## src/design/change_event_ring_logger_assert.svh

```systemverilog
// Assertion macros shared by the change event ring logger RTL.
// The macros expect clk_i and rst_ni to be visible at the place of use.
`ifndef CHANGE_EVENT_RING_LOGGER_ASSERT_SVH
`define CHANGE_EVENT_RING_LOGGER_ASSERT_SVH

// Same-cycle implication, checked out of reset.
`define CERL_ASSERT_IMP(lbl, ante, cons, msg) \
  lbl: assert property (@(posedge clk_i) disable iff (!rst_ni) (ante) |-> (cons)) \
    else $error(msg);

// Next-cycle implication, checked out of reset.
`define CERL_ASSERT_NXT(lbl, ante, cons, msg) \
  lbl: assert property (@(posedge clk_i) disable iff (!rst_ni) (ante) |=> (cons)) \
    else $error(msg);

`endif

```

## src/design/cerl_ram.sv

```systemverilog
// Generic single-clock RAM with one write port and one registered read port.
// Standalone; no package dependencies.
module cerl_ram #(
  parameter int unsigned WIDTH = 8,
  parameter int unsigned DEPTH = 256
) (
  input  logic                     clk_i,
  input  logic                     we_i,
  input  logic [$clog2(DEPTH)-1:0] waddr_i,
  input  logic [WIDTH-1:0]         wdata_i,
  input  logic                     re_i,
  input  logic [$clog2(DEPTH)-1:0] raddr_i,
  output logic [WIDTH-1:0]         rdata_o
);

  logic [WIDTH-1:0] mem_q [DEPTH];
  logic [WIDTH-1:0] rdata_q;

  // Write port and registered read port.
  always_ff @(posedge clk_i) begin
    if (we_i) begin
      mem_q[waddr_i] <= wdata_i;
    end
    if (re_i) begin
      rdata_q <= mem_q[raddr_i];
    end
  end

  assign rdata_o = rdata_q;

endmodule

```

## config.mk

```make
export PLATFORM = sky130hd
export DESIGN_NAME = cerl_ram
export DESIGN_NICKNAME = d
export VERILOG_FILES = /design/src/design/change_event_ring_logger_assert.svh /design/src/design/cerl_ram.sv
export SDC_FILE = /design/constraint.sdc
export NUM_CORES = 2
export LEC_CHECK = 0
export ABC_AREA = 1
export BUFFER_PORTS_ARGS = -buffer_cell sky130_fd_sc_hd__buf_4
export CORE_MARGIN = 1
export CORE_UTILIZATION = 50
export CTS_CLUSTER_DIAMETER = 50
export DETAILED_ROUTE_END_ITERATION = 10
export PLACE_DENSITY = 0.65
export SETUP_SLACK_MARGIN = 0.5
export SLEW_MARGIN = 25
export SYNTH_ARGS = -nofsm -noshare
export SYNTH_HDL_FRONTEND = slang
export SYNTH_SLANG_ARGS = --single-unit
```

## constraint.sdc

```tcl
create_clock -name clk_i -period 2.09 [get_ports clk_i]
set_input_delay 0 -clock clk_i [delete_from_list [all_inputs] [get_ports clk_i]]
set_output_delay 0 -clock clk_i [all_outputs]
set_load 0.05 [all_outputs]
```

## Word level (Yosys, flattened, before mapping)

Memories as Yosys holds them, arrays and structs flattened. A register that Yosys moved wholly into a read port is not among the register bits.
Cells that the tools add are included.

- Shift-type cells: 0
- Muxes and demuxes: 2
- Reductions and logical operators: 0
- Multipliers: 0
- Bitwise logic cells: 0
- Eq/ne operators: 0
- $lt $le $gt $ge: 0
- $add $sub $neg: 0
- Div/mod/pow operators: 0

Operator list:

| cell | count |
|---|---|
| $mux W1 | 2 |

- Memory bits (writable): 2,048
- Input port bits: 27
- Output and inout bits: 8
- Word-level logic and storage cells: 3
- Bits in latches: 0
- Register bits after elaboration: 0
- Memories kept: 1
- Memory bits (read-only): 0

Memories:

| memory | depth | width | read ports | clocked after memory_dff | write ports | RTL line | RTL |
|---|---|---|---|---|---|---|---|
| mem_q | 256 | 8 | 1 | 1 | 1 | cerl_ram.sv:16 | `logic [WIDTH-1:0] mem_q [DEPTH];` |

## Depth between registers and ports, before layout

- Depth in word-level cells: 2
- Gate-level depth with buffers: 15
- Depth with buffers taken out: 11

## Least setup slack after synthesis

OpenSTA, ideal clock, no wires.

- Path kind: input to register
- Start point: input port we_i
- End point: memory mem_q[162][0] (enable)
- Cell stages on the path: 4
- Data required time: 1.720 ns
- Path slack: 0.599 ns
- Library setup time: 0.370 ns
- Buffers on the path: 2
- Data arrival time: 1.121 ns
- Cell sequence: clkbuf_1 -> nand3_1 -> clkbuf_1 -> nor2_1

- Word-level cells in the longest chain between the ends: 2

Ends and longest elaborated chain:

| item | RTL line | RTL |
|---|---|---|
| start: declaration | cerl_ram.sv:8 | `input logic we_i,` |
| $mux W1 | cerl_ram.sv:21 | `if (we_i) begin` |
| $mux W1 (not written as such) | cerl_ram.sv:22 | `mem_q[waddr_i] <= wdata_i;` |
| end: declaration | cerl_ram.sv:16 |  |

No other way between the ends.

## Worst setup path in the final report

- Start point: register rdata_q[7] (netlist: rdata_o[7]) (read register of mem_q)
- End point: output port rdata_o[7]

RTL lines:

| item | RTL line | RTL |
|---|---|---|
| start: declaration | cerl_ram.sv:17 | `logic [WIDTH-1:0] rdata_q;` |
| end: declaration | cerl_ram.sv:13 | `output logic [WIDTH-1:0] rdata_o` |

No word-level cell between the ends.

==> reports/qor.yml <==
slowest_delay_ns: 0.59
endpoint_kind: "primary output"
post-route-period-util_pct: 80.0
antenna_found_initial: 2
combPwrFrac_pct: 7.3
pin_count: 35
ys_top_cells_by_area: "edfxtp_1, nand3_1, nand2_1"
max_slew_margin_pct: 51.0
synth_area_per_cell_um2: 11.9
clock_skew_ns: 0.0457
power_frac_seq_pct: 52.1
post-synth-top-count-cell: "nand2_1"
dp_cells: 9389
fmax_mhz: 598
dieWidth_um: 411
cp.buffers_inverters: 1
rsz0062_at_grt: "true"
grt_start_max_net_pins: 77
dp_hpwl_um: 146000
design_area_um2: 99100
antenna_cells: 0
clkSinkCount: 2056
report.final.slew_viol_count: 0
yosys-top-cells-count: "nand2_1, edfxtp_1, nand3_1"
seq_area_frac_synth_pct: 74.0
synth_nets: 7030
power.leakage_nw: 35.5
cp_slowest_cell: "edfxtp_1"
place_congestion: 0.923
ys.flop_type: "edfxtp_1"
tightest_slew_ns: 0.735
cp.arrival_ns: 1.67
start_util_pct: 50.5
num_rows: 149
setup_viol_count_final: 0
grt_overflow: 0
wl_per_cell_um: 24.1
yosysWarnings: 0
synth_cell_types: 13
htree_levels: 4
drv_cap: 0
cts.clk_slew.worst_paths_ns: 0.06
drtIter0Drc: 7477
grt_first_pass_wirelength_um: 349000
cts_tree: "yes"
violations: "design-rule violations"
routed_wl_um: 236000
switching_share_pct: 22.8
synthToLayoutAreaGrowth_pct: 18.7
dieArea_um2: 169000
ir_drop_mv: 0.678
internal_power_mw: 67.4
yosysTopAreaCell: "edfxtp_1"
cts-root-buf: "clkbuf_16"
postLayoutCoreUtil_pct: 59.9
drive_gt1_share_pct: 16.8
post-route-min-period_ns: 1.67
fp.coreArea_um2: 165000
die_h_um: 411
async_reset_ff_share_pct: 0
hold_violations: 0
ys_ff_latch: 2056
syn_inst: 7003
critPathKind: "reg2out"
synth-edff-count: 2056
grt_pass1_vias: 54400
synth_top_area_share_pct: 74.0
viasPerCell: 5.84
cp_max_fo: 1
syn-cell-area_um2: 83500
clockPowerShare_pct: 40.6
powerDensity_nw_per_um2: 881
layoutNonFillerInstCount: 9790
ant_nets: 0
drc: 7
hold-worst-slack_ns: 0.0448
clk_latency_ns: 0.85
p_switching_mw: 19.9
required_ns: 2.09
cts_made_buffers: 206
clock_path_buffers: 3
drtPass1Iterations: 9
cp_cell_sequence: "buf_6"
nets: 7459
vias: 57200
cp_top_family: "flip-flops"
setup_tns_ns: 0
placed_area_um2: 90500
cp-start-kind: "register"
port_buffers: 34
track_usage_pct: 27.8
status: "finished with violations"
hold_class: "in2reg"
flip-flops by register name (all words and copies together) (netlist names):
signal,flops
mem_q,2048
rdata_o,8
final cells by class:
| class | instances | area, um2 |
|---|---|---|
| Fill cell | 12600 | 66300 |
| Sequential cell | 2056 | 61700 |
| Multi-Input combinational cell | 4425 | 21000 |
| Timing Repair Buffer | 704 | 7010 |
| Clock buffer | 257 | 5430 |
| Tap cell | 2189 | 2740 |
| Clock inverter | 120 | 1010 |
| Inverter | 39 | 184 |
worst paths after layout:
kind                  end     startpoint  slack [ns]  depth (start not counted)
max            rdata_o[7]     rdata_o[7]        0.42                          1
min          mem_q[20][5]     waddr_i[1]        0.04                          6
max reg2reg    rdata_o[1]  mem_q[243][1]        0.42                         10
min reg2reg    rdata_o[0]    mem_q[0][0]        1.05                         10
metal layers:
metal  routed length [um]  GRT usage, %  share of wire (%)
met5                    0             0                  0
met3                22800          5.00                9.7
met4                 7040          9.01                3.0
met1                95500          39.8                 40
met2               110000          43.4                 47
metrics by stage:
step                      power [mW]  worst slack, ns
after floorplan                 49.2            0.599
after global placement          52.1           -0.335
after detailed placement        52.2           -0.348
after CTS                       87.4            0.365
final                           87.3            0.419
after global routing            89.5            0.362
power groups by stage:
| stage | Clock [mW] | Sequential (mW) | Combinational [mW] |
|---|---|---|---|
| after floorplan | 0 | 46.4 | 2.80 |
| after global placement | 0 | 46.4 | 5.73 |
| after detailed placement | 0 | 46.4 | 5.80 |
| after CTS | 35.8 | 45.5 | 6.05 |
| after global routing | 37.3 | 45.5 | 6.75 |
| final | 35.5 | 45.5 | 6.33 |
worst register-to-register path, delay by kind of cell, from the launching register on:
family / cells / cell delay [ns]
AND/OR/NAND/NOR: 10 / 1.07
flip-flops: 1 / 0.35
repair_timing:
action / in CTS / in global routing
setup buffers: 0 / 1
hold endpoints to repair: 2217 / 0
resized for setup: 169 / 207
pin swaps: 23 / 54
hold buffers: 24 / 0
setup endpoints to repair: 15 / 292
gates cloned: 0 / 0
logic make-up (layout without fill, tap and decap cells):
logic type / after synthesis / count (layout) / synth area share, %
and+or+nand+nor: 4425 / 4425 / 22.9
DFF: 2056 / 2056 / 74.0
buffers and inverters: 522 / 1120 / 3.12
cell usage in the layout (no fill, tap or decap), drive strengths merged:
cell,count
dlymetal6s4s,1
clkinv,93
clkinvlp,5
nand3,2019
dlygate4sd3,22
clkbuf,257
edfxtp,2056
bufinv,13
inv,48
nor2,283
nand2,2123
buf,681
No activity file was read; power rests on OpenSTA's default activity.
